### src/rtl/core/multi_slot_repeat_timer_table_top_assert.svh
// Assertion macros used by the timer table datapath.
// Each macro takes a label, the clock, the active-low reset and the terms.
`ifndef MULTI_SLOT_REPEAT_TIMER_TABLE_TOP_ASSERT_SVH
`define MULTI_SLOT_REPEAT_TIMER_TABLE_TOP_ASSERT_SVH
`ifndef SYNTHESIS
// The consequent holds in the same cycle as the antecedent.
`define MSRTT_ASSERT_IMPLIES(label, clk, rst_n, ante, cons) \
    label: assert property (@(posedge clk) disable iff (!rst_n) (ante) |-> (cons)) \
        else $error("timer table assertion failed");
// The consequent holds in the cycle after the antecedent.
`define MSRTT_ASSERT_NEXT(label, clk, rst_n, ante, cons) \
    label: assert property (@(posedge clk) disable iff (!rst_n) (ante) |=> (cons)) \
        else $error("timer table assertion failed");
`else
`define MSRTT_ASSERT_IMPLIES(label, clk, rst_n, ante, cons)
`define MSRTT_ASSERT_NEXT(label, clk, rst_n, ante, cons)
`endif
`endif

### src/rtl/core/msrtt_pkg.sv
package msrtt_pkg;

    // Field widths of the item and result beats.
    localparam int MODE_W = 3;
    localparam int ID_W   = 4;
    localparam int IVAL_W = 24;
    localparam int CNT_W  = 32;
    localparam int ELAP_W = 16;
    localparam int STAT_W = 2;

    // Minimum interval after reset, in milliseconds.
    localparam logic [IVAL_W-1:0] MIN_INTERVAL_RST = 24'd50;

    // Item modes.
    localparam logic [MODE_W-1:0] MODE_TICK     = 3'd0;
    localparam logic [MODE_W-1:0] MODE_CREATE   = 3'd1;
    localparam logic [MODE_W-1:0] MODE_KILL     = 3'd2;
    localparam logic [MODE_W-1:0] MODE_SET_IVAL = 3'd3;
    localparam logic [MODE_W-1:0] MODE_SET_CNT  = 3'd4;
    localparam logic [MODE_W-1:0] MODE_QUERY    = 3'd5;
    localparam logic [MODE_W-1:0] MODE_CLEAR    = 3'd6;

    // Result kinds.
    localparam logic KIND_FIRE  = 1'b0;
    localparam logic KIND_REPLY = 1'b1;

    // Reply status codes.
    localparam logic [STAT_W-1:0] STATUS_OK       = 2'd0;
    localparam logic [STAT_W-1:0] STATUS_INACTIVE = 2'd1;
    localparam logic [STAT_W-1:0] STATUS_FULL     = 2'd2;

    // Commands from the controller to the datapath.
    typedef struct packed {
        logic accept;
        logic tick_step;
        logic flush;
        logic create_take;
        logic create_next;
        logic create_full;
        logic exec;
    } ctrl_cmd_t;

    // Status from the datapath to the controller.
    typedef struct packed {
        logic [MODE_W-1:0] mode;
        logic              fire;
        logic              slot_free;
        logic              idx_last;
        logic              out_free;
        logic              pend_valid;
    } dp_stat_t;

endpackage

### src/rtl/core/msrtt_ram.sv
module msrtt_ram #(
    parameter int WIDTH = 24,
    parameter int DEPTH = 16,
    parameter int ADDR_W = (DEPTH > 1) ? $clog2(DEPTH) : 1
) (
    input  logic              clk,
    input  logic              we,
    input  logic [ADDR_W-1:0] waddr,
    input  logic [WIDTH-1:0]  wdata,
    input  logic [ADDR_W-1:0] raddr,
    output logic [WIDTH-1:0]  rdata
);

    logic [WIDTH-1:0] mem [DEPTH];
    logic [WIDTH-1:0] rdata_reg;

    // One write port and one registered read port.
    always_ff @(posedge clk)
    begin
        if (we)
        begin
            mem[waddr] <= wdata;
        end
        rdata_reg <= mem[raddr];
    end

    assign rdata = rdata_reg;

endmodule

### src/rtl/core/msrtt_ctrl.sv
module msrtt_ctrl (
    input  logic                  clk,
    input  logic                  rst_n,
    input  logic                  in_valid,
    output logic                  in_ready,
    input  msrtt_pkg::dp_stat_t   stat,
    output msrtt_pkg::ctrl_cmd_t  cmd
);
    import msrtt_pkg::*;

    typedef enum logic [5:0] {
        ST_IDLE   = 6'b000001,
        ST_LOAD   = 6'b000010,
        ST_TICK   = 6'b000100,
        ST_FLUSH  = 6'b001000,
        ST_CREATE = 6'b010000,
        ST_CMD    = 6'b100000
    } state_t;

    state_t state_reg;
    state_t state_next;

    // State register.
    always_ff @(posedge clk or negedge rst_n)
    begin
        if (!rst_n)
        begin
            state_reg <= ST_IDLE;
        end
        else
        begin
            state_reg <= state_next;
        end
    end

    // Sequencing of one item at a time.
    always_comb
    begin
        state_next = state_reg;
        cmd        = '0;
        in_ready   = 1'b0;
        case (state_reg)
            ST_IDLE:
            begin
                in_ready = 1'b1;
                if (in_valid)
                begin
                    cmd.accept = 1'b1;
                    state_next = ST_LOAD;
                end
            end
            ST_LOAD:
            begin
                // The slot read issued here is available in the next state.
                case (stat.mode)
                    MODE_TICK:   state_next = ST_TICK;
                    MODE_CREATE: state_next = ST_CREATE;
                    MODE_KILL, MODE_SET_IVAL, MODE_SET_CNT, MODE_QUERY, MODE_CLEAR:
                        state_next = ST_CMD;
                    default:     state_next = ST_IDLE;
                endcase
            end
            ST_TICK:
            begin
                // A second due slot must wait until the held event can leave.
                if (!(stat.fire && stat.pend_valid && !stat.out_free))
                begin
                    cmd.tick_step = 1'b1;
                    if (stat.idx_last)
                    begin
                        state_next = ST_FLUSH;
                    end
                end
            end
            ST_FLUSH:
            begin
                if (!stat.pend_valid)
                begin
                    state_next = ST_IDLE;
                end
                else if (stat.out_free)
                begin
                    cmd.flush  = 1'b1;
                    state_next = ST_IDLE;
                end
            end
            ST_CREATE:
            begin
                if (stat.slot_free)
                begin
                    if (stat.out_free)
                    begin
                        cmd.create_take = 1'b1;
                        state_next      = ST_IDLE;
                    end
                end
                else if (stat.idx_last)
                begin
                    if (stat.out_free)
                    begin
                        cmd.create_full = 1'b1;
                        state_next      = ST_IDLE;
                    end
                end
                else
                begin
                    cmd.create_next = 1'b1;
                end
            end
            ST_CMD:
            begin
                if (stat.out_free)
                begin
                    cmd.exec   = 1'b1;
                    state_next = ST_IDLE;
                end
            end
            default:
            begin
                state_next = ST_IDLE;
            end
        endcase
    end

endmodule

### src/rtl/core/msrtt_dp.sv
`include "multi_slot_repeat_timer_table_top_assert.svh"

module msrtt_dp #(
    parameter int NUM_SLOTS = 16
) (
    input  logic                             clk,
    input  logic                             rst_n,
    input  msrtt_pkg::ctrl_cmd_t             cmd,
    output msrtt_pkg::dp_stat_t              stat,
    input  logic                             cfg_valid,
    input  logic [msrtt_pkg::IVAL_W-1:0]     cfg_data,
    input  logic [msrtt_pkg::MODE_W-1:0]     mode,
    input  logic [msrtt_pkg::ID_W-1:0]       timer_id,
    input  logic [msrtt_pkg::IVAL_W-1:0]     interval_ms,
    input  logic [msrtt_pkg::CNT_W-1:0]      execute_count,
    input  logic [msrtt_pkg::ELAP_W-1:0]     elapsed_ms,
    output logic                             out_valid,
    input  logic                             out_ready,
    output logic                             kind,
    output logic [msrtt_pkg::ID_W-1:0]       slot_id,
    output logic [msrtt_pkg::STAT_W-1:0]     status,
    output logic [msrtt_pkg::IVAL_W-1:0]     interval_out,
    output logic [msrtt_pkg::CNT_W-1:0]      count_out,
    output logic                             last
);
    import msrtt_pkg::*;

    localparam int IDX_W = (NUM_SLOTS > 1) ? $clog2(NUM_SLOTS) : 1;

    // Item held while it is worked on.
    logic [MODE_W-1:0] mode_reg;
    logic [ID_W-1:0]   id_reg;
    logic [IVAL_W-1:0] ival_reg;
    logic [CNT_W-1:0]  cnt_reg;
    logic [ELAP_W-1:0] elap_reg;

    logic [IVAL_W-1:0]    min_reg;
    logic [IDX_W-1:0]     idx_reg;
    logic [IDX_W-1:0]     idx_next;
    logic [NUM_SLOTS-1:0] valid_reg;
    logic [NUM_SLOTS-1:0] valid_next;
    logic                 pend_valid_reg;
    logic                 pend_valid_next;
    logic [IDX_W-1:0]     pend_slot_reg;
    logic [IDX_W-1:0]     pend_slot_next;

    // Output register.
    logic              out_valid_reg;
    logic              kind_reg;
    logic [ID_W-1:0]   slot_reg;
    logic [STAT_W-1:0] status_reg;
    logic [IVAL_W-1:0] ival_out_reg;
    logic [CNT_W-1:0]  cnt_out_reg;
    logic              last_reg;

    logic              push;
    logic              kind_next;
    logic [ID_W-1:0]   slot_next;
    logic [STAT_W-1:0] status_next;
    logic [IVAL_W-1:0] ival_out_next;
    logic [CNT_W-1:0]  cnt_out_next;
    logic              last_next;

    // Slot store read and write side.
    logic [IDX_W-1:0]  rd_base;
    logic [IDX_W-1:0]  rd_addr;
    logic [IVAL_W-1:0] rd_ival;
    logic [IVAL_W-1:0] rd_cd;
    logic [CNT_W:0]    rd_rem;
    logic              ival_we;
    logic              cd_we;
    logic [IVAL_W-1:0] cd_wdata;
    logic              rem_we;
    logic [CNT_W:0]    rem_wdata;

    logic              out_free;
    logic              id_in_range;
    logic              idx_in_range;
    logic              active;
    logic              slot_vld;
    logic              idx_last;
    logic              due;
    logic              fire;
    logic              endless;
    logic              frees;
    logic [IVAL_W-1:0] elap_ext;
    logic [IVAL_W-1:0] min_eff;
    logic [IVAL_W-1:0] clamped;

    // Slot decode and per-slot tick decisions.
    assign id_in_range  = int'(id_reg) < NUM_SLOTS;
    assign idx_in_range = int'(idx_reg) < NUM_SLOTS;
    assign slot_vld     = idx_in_range && valid_reg[idx_reg];
    assign active       = id_in_range && slot_vld;
    assign idx_last     = idx_reg == IDX_W'(NUM_SLOTS - 1);
    assign elap_ext     = IVAL_W'(elap_reg);
    assign due          = rd_cd <= elap_ext;
    assign fire         = slot_vld && due;
    assign endless      = rd_rem[CNT_W];
    assign frees        = fire && !endless && (rd_rem[CNT_W-1:0] <= CNT_W'(1));
    assign out_free     = !out_valid_reg || out_ready;

    // Interval clamp; a minimum of zero acts as one.
    assign min_eff = (min_reg == '0) ? IVAL_W'(1) : min_reg;
    assign clamped = (ival_reg < min_eff) ? min_eff : ival_reg;

    // Read address moves ahead one slot as the tick scan advances.
    assign rd_base = idx_in_range ? idx_reg : '0;
    assign rd_addr = (cmd.tick_step && !idx_last) ? idx_reg + IDX_W'(1) : rd_base;

    always_comb
    begin
        stat.mode       = mode_reg;
        stat.fire       = fire;
        stat.slot_free  = !slot_vld;
        stat.idx_last   = idx_last;
        stat.out_free   = out_free;
        stat.pend_valid = pend_valid_reg;
    end

    // Store write enables and data.
    always_comb
    begin
        ival_we   = cmd.create_take || (cmd.exec && mode_reg == MODE_SET_IVAL && active);
        cd_we     = ival_we || (cmd.tick_step && slot_vld);
        cd_wdata  = clamped;
        rem_we    = cmd.create_take || (cmd.exec && mode_reg == MODE_SET_CNT && active);
        rem_wdata = {cnt_reg == '0, cnt_reg};
        if (cmd.tick_step)
        begin
            cd_wdata  = due ? rd_ival : rd_cd - elap_ext;
            rem_we    = fire && !endless;
            rem_wdata = {1'b0, rd_rem[CNT_W-1:0] - CNT_W'(1)};
        end
    end

    msrtt_ram #(.WIDTH(IVAL_W), .DEPTH(NUM_SLOTS), .ADDR_W(IDX_W)) u_ival_ram (
        .clk   (clk),
        .we    (ival_we),
        .waddr (idx_reg),
        .wdata (clamped),
        .raddr (rd_addr),
        .rdata (rd_ival)
    );

    msrtt_ram #(.WIDTH(IVAL_W), .DEPTH(NUM_SLOTS), .ADDR_W(IDX_W)) u_cd_ram (
        .clk   (clk),
        .we    (cd_we),
        .waddr (idx_reg),
        .wdata (cd_wdata),
        .raddr (rd_addr),
        .rdata (rd_cd)
    );

    msrtt_ram #(.WIDTH(CNT_W + 1), .DEPTH(NUM_SLOTS), .ADDR_W(IDX_W)) u_rem_ram (
        .clk   (clk),
        .we    (rem_we),
        .waddr (idx_reg),
        .wdata (rem_wdata),
        .raddr (rd_addr),
        .rdata (rd_rem)
    );

    // Slot index, valid marks and the held fire event.
    always_comb
    begin
        idx_next        = idx_reg;
        valid_next      = valid_reg;
        pend_valid_next = pend_valid_reg;
        pend_slot_next  = pend_slot_reg;
        if (cmd.accept)
        begin
            idx_next        = (mode == MODE_TICK || mode == MODE_CREATE) ? '0
                                                                       : IDX_W'(timer_id);
            pend_valid_next = 1'b0;
        end
        if (cmd.tick_step || cmd.create_next)
        begin
            idx_next = idx_last ? idx_reg : idx_reg + IDX_W'(1);
        end
        if (cmd.tick_step && fire)
        begin
            pend_valid_next = 1'b1;
            pend_slot_next  = idx_reg;
        end
        if (cmd.tick_step && frees)
        begin
            valid_next[idx_reg] = 1'b0;
        end
        if (cmd.flush)
        begin
            pend_valid_next = 1'b0;
        end
        if (cmd.create_take)
        begin
            valid_next[idx_reg] = 1'b1;
        end
        if (cmd.exec && mode_reg == MODE_KILL && active)
        begin
            valid_next[idx_reg] = 1'b0;
        end
        if (cmd.exec && mode_reg == MODE_CLEAR)
        begin
            valid_next = '0;
        end
    end

    // Result beat selection.
    always_comb
    begin
        push          = 1'b0;
        kind_next     = KIND_REPLY;
        slot_next     = ID_W'(idx_reg);
        status_next   = STATUS_OK;
        ival_out_next = '0;
        cnt_out_next  = '0;
        last_next     = 1'b1;
        if (cmd.tick_step && fire && pend_valid_reg)
        begin
            push      = 1'b1;
            kind_next = KIND_FIRE;
            slot_next = ID_W'(pend_slot_reg);
            last_next = 1'b0;
        end
        if (cmd.flush)
        begin
            push      = 1'b1;
            kind_next = KIND_FIRE;
            slot_next = ID_W'(pend_slot_reg);
        end
        if (cmd.create_take)
        begin
            push = 1'b1;
        end
        if (cmd.create_full)
        begin
            push        = 1'b1;
            slot_next   = '0;
            status_next = STATUS_FULL;
        end
        if (cmd.exec)
        begin
            push        = 1'b1;
            slot_next   = id_reg;
            status_next = active ? STATUS_OK : STATUS_INACTIVE;
            if (mode_reg == MODE_CLEAR)
            begin
                slot_next   = '0;
                status_next = STATUS_OK;
            end
            if (mode_reg == MODE_QUERY && active)
            begin
                ival_out_next = rd_ival;
                cnt_out_next  = endless ? '0 : rd_rem[CNT_W-1:0];
            end
        end
    end

    // Control registers.
    always_ff @(posedge clk or negedge rst_n)
    begin
        if (!rst_n)
        begin
            min_reg        <= MIN_INTERVAL_RST;
            idx_reg        <= '0;
            valid_reg      <= '0;
            pend_valid_reg <= 1'b0;
            out_valid_reg  <= 1'b0;
        end
        else
        begin
            if (cfg_valid)
            begin
                min_reg <= cfg_data;
            end
            idx_reg        <= idx_next;
            valid_reg      <= valid_next;
            pend_valid_reg <= pend_valid_next;
            if (push)
            begin
                out_valid_reg <= 1'b1;
            end
            else if (out_ready)
            begin
                out_valid_reg <= 1'b0;
            end
        end
    end

    // Payload registers.
    always_ff @(posedge clk)
    begin
        pend_slot_reg <= pend_slot_next;
        if (cmd.accept)
        begin
            mode_reg <= mode;
            id_reg   <= timer_id;
            ival_reg <= interval_ms;
            cnt_reg  <= execute_count;
            elap_reg <= elapsed_ms;
        end
        if (push)
        begin
            kind_reg     <= kind_next;
            slot_reg     <= slot_next;
            status_reg   <= status_next;
            ival_out_reg <= ival_out_next;
            cnt_out_reg  <= cnt_out_next;
            last_reg     <= last_next;
        end
    end

    assign out_valid    = out_valid_reg;
    assign kind         = kind_reg;
    assign slot_id      = slot_reg;
    assign status       = status_reg;
    assign interval_out = ival_out_reg;
    assign count_out    = cnt_out_reg;
    assign last         = last_reg;

    // A beat is only loaded when the output register can take it.
    `MSRTT_ASSERT_IMPLIES(a_push_free, clk, rst_n, push, out_free)
    // The store is never read outside the slot range.
    `MSRTT_ASSERT_IMPLIES(a_rd_in_range, clk, rst_n, 1'b1, int'(rd_addr) < NUM_SLOTS)
    // No fire event is left over from the previous tick.
    `MSRTT_ASSERT_IMPLIES(a_pend_clear, clk, rst_n, cmd.accept, !pend_valid_reg)
    // A created slot is marked in use in the following cycle.
    `MSRTT_ASSERT_NEXT(a_create_mark, clk, rst_n, cmd.create_take, valid_reg[$past(idx_reg)])

endmodule

### src/rtl/core/multi_slot_repeat_timer_table_top.sv
// Timer table with a fixed number of slots; timer ids are slot numbers.
// Input channel (in_valid/in_ready): one beat per command or tick item.
// Output channel (out_valid/out_ready): result beats; last marks the final
// beat of an item. A tick gives one fire beat per due slot in ascending
// slot order, possibly none; other defined modes give exactly one reply.
// Configuration channel (cfg_valid/cfg_ready/cfg_data) writes the minimum
// interval; it is always ready and is meant to be used while idle.
// Items are worked on one at a time. A tick passes through accept, a slot
// store read, a scan of one slot per cycle through the slot memories
// (one write and one registered read port each) unless a stall holds it,
// and a final step to release the held fire event. Create scans the
// in-use marks one slot per cycle; other commands read a slot and execute.
// The output register lets the next item be accepted while a result waits.
// If the receiver stalls, the scan holds on a due slot until the previous
// fire event has been taken; no beat is dropped.
// Reset empties the table and sets the minimum interval to 50 ms. There is
// no clearing pass; slot contents are written when a timer is created.
module multi_slot_repeat_timer_table_top #(
    parameter int NUM_SLOTS = 16
) (
    input  logic                         clk,
    input  logic                         rst_n,
    input  logic                         cfg_valid,
    output logic                         cfg_ready,
    input  logic [msrtt_pkg::IVAL_W-1:0] cfg_data,
    input  logic                         in_valid,
    output logic                         in_ready,
    input  logic [msrtt_pkg::MODE_W-1:0] mode,
    input  logic [msrtt_pkg::ID_W-1:0]   timer_id,
    input  logic [msrtt_pkg::IVAL_W-1:0] interval_ms,
    input  logic [msrtt_pkg::CNT_W-1:0]  execute_count,
    input  logic [msrtt_pkg::ELAP_W-1:0] elapsed_ms,
    output logic                         out_valid,
    input  logic                         out_ready,
    output logic                         kind,
    output logic [msrtt_pkg::ID_W-1:0]   slot_id,
    output logic [msrtt_pkg::STAT_W-1:0] status,
    output logic [msrtt_pkg::IVAL_W-1:0] interval_out,
    output logic [msrtt_pkg::CNT_W-1:0]  count_out,
    output logic                         last
);
    import msrtt_pkg::*;

    ctrl_cmd_t cmd;
    dp_stat_t  stat;

    // The minimum interval register takes every configuration beat.
    assign cfg_ready = 1'b1;

    msrtt_ctrl u_ctrl (
        .clk      (clk),
        .rst_n    (rst_n),
        .in_valid (in_valid),
        .in_ready (in_ready),
        .stat     (stat),
        .cmd      (cmd)
    );

    msrtt_dp #(.NUM_SLOTS(NUM_SLOTS)) u_dp (
        .clk           (clk),
        .rst_n         (rst_n),
        .cmd           (cmd),
        .stat          (stat),
        .cfg_valid     (cfg_valid),
        .cfg_data      (cfg_data),
        .mode          (mode),
        .timer_id      (timer_id),
        .interval_ms   (interval_ms),
        .execute_count (execute_count),
        .elapsed_ms    (elapsed_ms),
        .out_valid     (out_valid),
        .out_ready     (out_ready),
        .kind          (kind),
        .slot_id       (slot_id),
        .status        (status),
        .interval_out  (interval_out),
        .count_out     (count_out),
        .last          (last)
    );

endmodule
### config.mk
export PLATFORM = sky130hd
export DESIGN_NAME = multi_slot_repeat_timer_table_top
export DESIGN_NICKNAME = d
export VERILOG_FILES = /design/src/rtl/core/msrtt_pkg.sv /design/src/rtl/core/msrtt_ram.sv /design/src/rtl/core/msrtt_ctrl.sv /design/src/rtl/core/msrtt_dp.sv /design/src/rtl/core/multi_slot_repeat_timer_table_top.sv
export VERILOG_INCLUDE_DIRS = /design/src /design/src/rtl/core
export SDC_FILE = /design/constraint.sdc
export NUM_CORES = 2
export LEC_CHECK = 0
export CORE_MARGIN = 2
export CORE_UTILIZATION = 30
export DETAILED_ROUTE_END_ITERATION = 6
export DONT_BUFFER_PORTS = 1
export GPL_ROUTABILITY_DRIVEN = 0
export GPL_TIMING_DRIVEN = 0
export HOLD_SLACK_MARGIN = 0.1
export PLACE_DENSITY = 0.54
export SLEW_MARGIN = 15
export SYNTH_ARGS = -nofsm -noshare
export SYNTH_HDL_FRONTEND = slang
export SYNTH_SLANG_ARGS = --single-unit
### constraint.sdc
create_clock -name clk -period 14.53 [get_ports clk]
set_input_delay 1.453 -clock clk [delete_from_list [all_inputs] [get_ports clk]]
set_output_delay 1.453 -clock clk [all_outputs]
set_load 0.01 [all_outputs]
# ---- Word-level counts from Yosys, hierarchy flattened
# Memory sizes are Yosys's and may differ from the RTL's. A register that Yosys moved wholly into a read port is not among the register bits.
# Cells that the tools add are included.
dict set report totals {
  regBits 199
  wordCells 163
  out_inout_bits 67
  n_memories 3
  ram_bits 1296
}
# memory depth word_bits rd rd_clocked_by_memory_dff write_ports line
set memory_table {}
lappend memory_table {u_dp.u_rem_ram.mem 16 33 1 1 1 msrtt_ram.sv:14} ;# logic [WIDTH-1:0] mem [DEPTH];
lappend memory_table {u_dp.u_cd_ram.mem 16 24 1 1 1 msrtt_ram.sv:14}
lappend memory_table {u_dp.u_ival_ram.mem 16 24 1 1 1 msrtt_ram.sv:14}
dict set report classes {
  n_mux 68
  n_reduce_logical 41
  eq_ne 19
  bitwise 6
  n_lt_le_gt_ge 5
  n_addsub 3
}
# operator count
set ops {}
lappend ops {{24-bit 2-to-1 mux} 4}
lappend ops {{16-bit 2-to-1 mux} 4}
lappend ops {{6-bit 2-to-1 mux} 7}
lappend ops {{4-bit 2-to-1 mux} 10}
lappend ops {{6-bit case mux with 6 select lines} 1}
lappend ops {{1-bit 2-to-1 mux} 33}
lappend ops {{33-bit 2-to-1 mux} 1}
lappend ops {{16-bit AND} 2}
lappend ops {{32-bit by 1-bit less-or-equal comparator with 1-bit output (second input constant)} 1}
lappend ops {{32-bit logical NOT} 1}
lappend ops {{32-bit by 1-bit subtractor with 32-bit output (second input constant)} 1}
lappend ops {{24-bit by 16-bit less-or-equal comparator with 1-bit output} 1}
lappend ops {{24-bit logical NOT} 1}
lappend ops {{24-bit less-than comparator} 1}
lappend ops {{24-bit by 16-bit subtractor with 24-bit output} 1}
lappend ops {{1-bit logical AND} 19}
lappend ops {{6-bit case mux with 3 select lines} 1}
lappend ops {{16-bit NOT} 1}
lappend ops {{16-bit OR} 1}
lappend ops {{3-bit equality test (second input constant)} 3}
lappend ops {{2-bit 2-to-1 mux} 4}
lappend ops {{3-bit by 1-bit equality test with 1-bit output (second input constant)} 2}
lappend ops {{3-bit by 2-bit equality test with 1-bit output (second input constant)} 2}
lappend ops {{6-bit by 1-bit equality test with 1-bit output (second input constant)} 1}
lappend ops {{other kinds (25)} 39}

# ---- Depth between registers and ports, before layout
dict set report depth {
  word_depth 15
  mapped_depth 18
  mapped_depth_nobuf 13
}

# ---- Modules after synthesis
# From an unflattened synthesis, not the netlist that was laid out.
dict set report hier_totals {
  hier_cells 3191
  hier_area_um2 61626.6
}
# mod seq_area_each_um2 instances area_each_um2 cells_each
set by_module_without_submodules {}
lappend by_module_without_submodules {{msrtt_ram (u_dp.u_cd_ram ...)} 12011.5 2 14930.6 636}
lappend by_module_without_submodules {{msrtt_ram (u_dp.u_rem_ram)} 16515.8 1 20631.0 864}
lappend by_module_without_submodules {msrtt_dp 5569.1 1 10627.7 994}
lappend by_module_without_submodules {msrtt_ctrl 151.4 1 495.5 59}
lappend by_module_without_submodules {multi_slot_repeat_timer_table_top 0.0 1 11.3 2}

# ---- Least setup slack after synthesis
# No wires, ideal clock.
dict set report synth_path {
  path_type {input-to-reg}
  startpoint {input port out_ready}
  endpoint {memory u_dp.u_rem_ram.mem[11][0] in the netlist's numbering, enable pin}
  slack_ns 9.831
  required_ns 14.107
  arrival_time_ns 4.276
  cell_stages 7
  setup_time_ns 0.423
  path_cell_list {nand2b_1 > and4b_1 > nand2_1 > nor3b_1 > a211oi_1 > clkbuf_1 > nor2_1}
}
dict set report synth_between {
  elab_chain_cells 9
  elab_cells_between_ends 15
  classes_between {mux (9); reduce/logical (6)}
}
# item line
set synth_lines {}
lappend synth_lines {{start: declaration} multi_slot_repeat_timer_table_top.sv:34} ;# input logic out_ready,
lappend synth_lines {{1-bit logical OR (*)} msrtt_dp.sv:101} ;# assign out_free = !out_valid_reg || out_ready;
lappend synth_lines {{1-bit 2-to-1 mux} {msrtt_ctrl.sv:91, msrtt_ctrl.sv:112}}
lappend synth_lines {{1-bit 2-to-1 mux} msrtt_ctrl.sv:42} ;# case (state_reg)
lappend synth_lines {{1-bit logical AND (2 in a row)} msrtt_dp.sv:127} ;# rem_we = cmd.create_take || (cmd.exec && mode_reg == MODE_SET_CNT && active);
lappend synth_lines {{1-bit logical OR} msrtt_dp.sv:127}
lappend synth_lines {{1-bit 2-to-1 mux (*)} msrtt_dp.sv:129} ;# if (cmd.tick_step)
lappend synth_lines {{1-bit 2-to-1 mux (*)} msrtt_ram.sv:20} ;# if (we)
lappend synth_lines {{1-bit 2-to-1 mux (implied by the code) (*)} msrtt_ram.sv:22} ;# mem[waddr] <= wdata;
lappend synth_lines {{end: declaration} msrtt_ram.sv:14}
# Mark *: on every way between the ends. The rest lies on a longest branch, timed or not.

# ---- Final worst setup path
dict set report layout_path {
  startpoint {register u_dp.elap_reg[5]}
  endpoint {register u_dp.u_ival_ram.rdata_reg[21], in the netlist u_dp.u_ival_ram.rdata[21] (read register of u_dp.u_ival_ram.mem)}
}
dict set report layout_between {
  elab_chain_cells 8
}
# item line
set layout_lines {}
lappend layout_lines {{start: declaration} msrtt_dp.sv:35} ;# logic [ELAP_W-1:0] elap_reg;
lappend layout_lines {{start signal: assignment} msrtt_dp.sv:300} ;# elap_reg <= elapsed_ms;
lappend layout_lines {{24-bit by 16-bit less-or-equal comparator with 1-bit output} msrtt_dp.sv:97} ;# assign due = rd_cd <= elap_ext;
lappend layout_lines {{1-bit logical AND} msrtt_dp.sv:98} ;# assign fire = slot_vld && due;
lappend layout_lines {{1-bit logical AND (2 in a row)} msrtt_ctrl.sv:66} ;# if (!(stat.fire && stat.pend_valid && !stat.out_free))
lappend layout_lines {{1-bit 2-to-1 mux} msrtt_ctrl.sv:66}
lappend layout_lines {{1-bit 2-to-1 mux} msrtt_ctrl.sv:42}
lappend layout_lines {{1-bit logical AND} msrtt_dp.sv:109} ;# assign rd_addr = (cmd.tick_step && !idx_last) ? idx_reg + IDX_W'(1) : rd_base;
lappend layout_lines {{4-bit 2-to-1 mux} msrtt_dp.sv:109}
lappend layout_lines {{end: declaration} msrtt_ram.sv:15} ;# logic [WIDTH-1:0] rdata_reg;
# No other way between the ends.
# A chain may end at the register's enable or synchronous reset.

==> out/metrics.yaml <==
placement:
  dp_slack_ns: 7.91
  place_inst: 7628
  port_buffers: 0
  dp_hpwl_um: 177000
finish:
  layout_commonest_cell: "edfxtp_1"
  fin_cells: 7950
  largest_reg_flops: 528
  largest_register: "u_dp.u_rem_ram.mem"
  fill_cells: 20509
  fin_nets: 5091
  multi_input_area_mm2: 0.0180
  syn_to_final_growth_pct: 17.1
  register_area_mm2: 0.0463
  largestRegisters: "u_dp.u_rem_ram.mem: 528 flops, u_dp.u_cd_ram.mem: 384 flops, u_dp.u_ival_ram.mem: 384 flops"
  drive_gt1_share_pct: 11.3
  final_cell_mix: "edfxtp_1, o22ai_1, clkbuf_1, nor3_1, o221ai_1"
synth:
  ys_seq_area_share_pct: 70.6
  synth-async-reset-ratio_pct: 3.30
  syn_area_mm2: 0.0655
  synth_nets: 4835
  synth_cells: 4681
  post_synth.cell_area_avg_um2: 14.0
  yosys_most_used_dff: "edfxtp_1"
  synth-edff-count: 1443
  synth.distinct_cells: 78
  yosysWarnings: 0
  ys_ff_latch: 1576
clock_tree:
  post_cts_buffers: 0
  root_buffer: "clkbuf_16"
  clk_path_buf_depth: 3
  cts_tree: "built"
  hold_buffers: 0
  cts_buffers: 161
  cts_sinks: 1576
  ctsResizeCount: 0
  insertion_delay_ns: 0.84
  cts.reportedPaths.clkPinSlew_ns: 0.06
  htree_levels: 4
critical_path:
  setup.worst_path.end: "u_dp.u_ival_ram.rdata[21]"
  cp.required_ns: 15.30
  r2r_cells: 14
  end_kind: "flop"
  crit_path_start: "u_dp.elap_reg[5]"
  rrSetupSlack_ns: 7.49
  crit_path_start_kind: "flop"
  critPathMaxFanout: 11
  r2r_end: "u_dp.u_ival_ram.rdata[21]"
  crit_type: "flop to flop"
  cp.arrival_ns: 7.81
  reg2reg_from: "u_dp.elap_reg[5]"
pwr:
  p_clk_share_pct: 28.4
  cellInternalPower_w: 0.00927
  p_sw_share_pct: 37.2
  combinationalPowerShare_pct: 32.4
  power_density_mw_per_mm2: 192
  power_switching_w: 0.00549
  leakage_nw: 23.7
  p_seq_share_pct: 39.2
  vdd_drop_max_uv: 124
route:
  wl_per_cell_um: 30.7
  drc: 2
  wl_um: 244000
  vias_per_cell: 5.89
  drtPass1Iterations: 7
  antenna_left: 0
  vias: 46825
  drt_iter0_drc: 6786
die:
  die_y_um: 471
  rows: 171
  die-area_mm2: 0.222
  placeableCoreArea_mm2: 0.217
  die_x_um: 471
  initial_core_util_pct: 30.2
  io_pins: 175
flow_run:
  cap_viol_max_count: 0
sta:
  setup_viol: 0
  layout_setup_ws_ns: 7.49
  fin_crit_ns: 7.04
  drv_slew: 0
  period_share_pct: 48.4
  fin_tns_setup_ns: 0
  fmax_mhz: 142
  slew_headroom_pct: 9.97
  rsz0062_at_grt: "no"
  fin_skew_ns: 0.0386
  tightestPinTransition_ns: 1.35
  hold_viol: 0
grt:
  grt_overflow: 0
  grt_pass1_wl_um: 341000
  antenna_found_initial: 35
  grt_max_degree: 53
  track_usage_pct: 21.3
  grt_pass1_vias: 46140
run_status:
  status: "complete, but fails checks"
  failed_checks: "design-rule violations"
hold_path:
  min_path_type: "input pin to async pin"
[metrics by stage]
stage / power [W] / utilization, % / hold WS [ns] / area, µm²
after floorplan: 0.00835 / - / 0.423 / 65500
after global placement: 0.0104 / 31.8 / 0.427 / 69100
after detailed placement: 0.0105 / 32.9 / 0.438 / 71400
after CTS: 0.0147 / 35.3 / 0.284 / 76700
after global routing: 0.0152 / 35.3 / 0.310 / 76700
final: 0.0148 / 35.4 / 0.342 / 76800
[cell usage after synthesis, types with 74 or more instances]
| cell | count | area, µm² |
|---|---|---|
| clkbuf_1 | 252 | 946 |
| dfxtp_1 | 81 | 1620 |
| edfxtp_1 | 1443 | 43300 |
| nand2_1 | 146 | 548 |
| nand3_1 | 74 | 370 |
| nor2_1 | 126 | 473 |
| nor3_1 | 259 | 1300 |
| o21ai_0 | 168 | 841 |
| o221ai_1 | 178 | 1560 |
| o22a_1 | 116 | 1020 |
| o22ai_1 | 769 | 4810 |
| or3_1 | 122 | 763 |
[how the worst min path moves through the flow]
stage                                from                    end  cells past startpoint
after detailed placement  u_dp.idx_reg[2]  u_dp.pend_slot_reg[2]                      0
after global placement    u_dp.idx_reg[2]  u_dp.pend_slot_reg[2]                      0
after CTS                           rst_n     u_dp.valid_reg[10]                      0
after floorplan           u_dp.idx_reg[2]  u_dp.pend_slot_reg[2]                      0
after global routing                rst_n     u_dp.valid_reg[10]                      0
final                               rst_n     u_dp.valid_reg[11]                      0
[logic make-up after synthesis]
| kind of cell | share of synthesized area, % |
|---|---|
| simple gates | 8.56 |
| other cells | 0.00572 |
| xor+xnor | 0.588 |
| flops | 70.6 |
| compound gates | 15.7 |
| fa+ha+maj | 0.890 |
| mux | 0.775 |
| buf+inv | 2.93 |
[critical path, stage by stage (launching register included)]
cell	delay [ns]
edfxtp_1	0.36
inv_1	0.21
ha_1	0.33
nand2_1	0.11
a211oi_1	0.07
o41a_1	0.48
a221oi_2	0.87
o211ai_2	0.40
nand3_1	0.73
o21a_1	1.05
buf_1	0.89
clkbuf_1	0.70
o22ai_1	0.15
nor3_1	0.41
or4_1	0.18
[layer usage]
layer	track usage, %	wire length [µm]
met5	0	276
met4	9.91	12400
met3	5.37	24200
met2	34.5	114000
met1	26.6	93000
[power by group through the flow]
| stage | Clock (W) | Combinational (W) | Sequential [W] |
|---|---|---|---|
| after floorplan | 0 | 0.00267 | 0.00568 |
| final | 0.00419 | 0.00479 | 0.00578 |
| after global routing | 0.00440 | 0.00503 | 0.00578 |
| after CTS | 0.00423 | 0.00467 | 0.00577 |
| after detailed placement | 0 | 0.00465 | 0.00586 |
| after global placement | 0 | 0.00447 | 0.00589 |
[area by class of cell]
class	instances	area share, %
timing repair buffer	93	2.28
sequential	1576	60.2
buffer	373	2.15
multi-input combinational	2659	23.4
inverter	73	0.363
antenna	21	0.0684
clock buffer	219	5.80
tap	2854	4.65
clock inverter	82	1.05
Note: power is estimated with default switching activity, not from simulation.
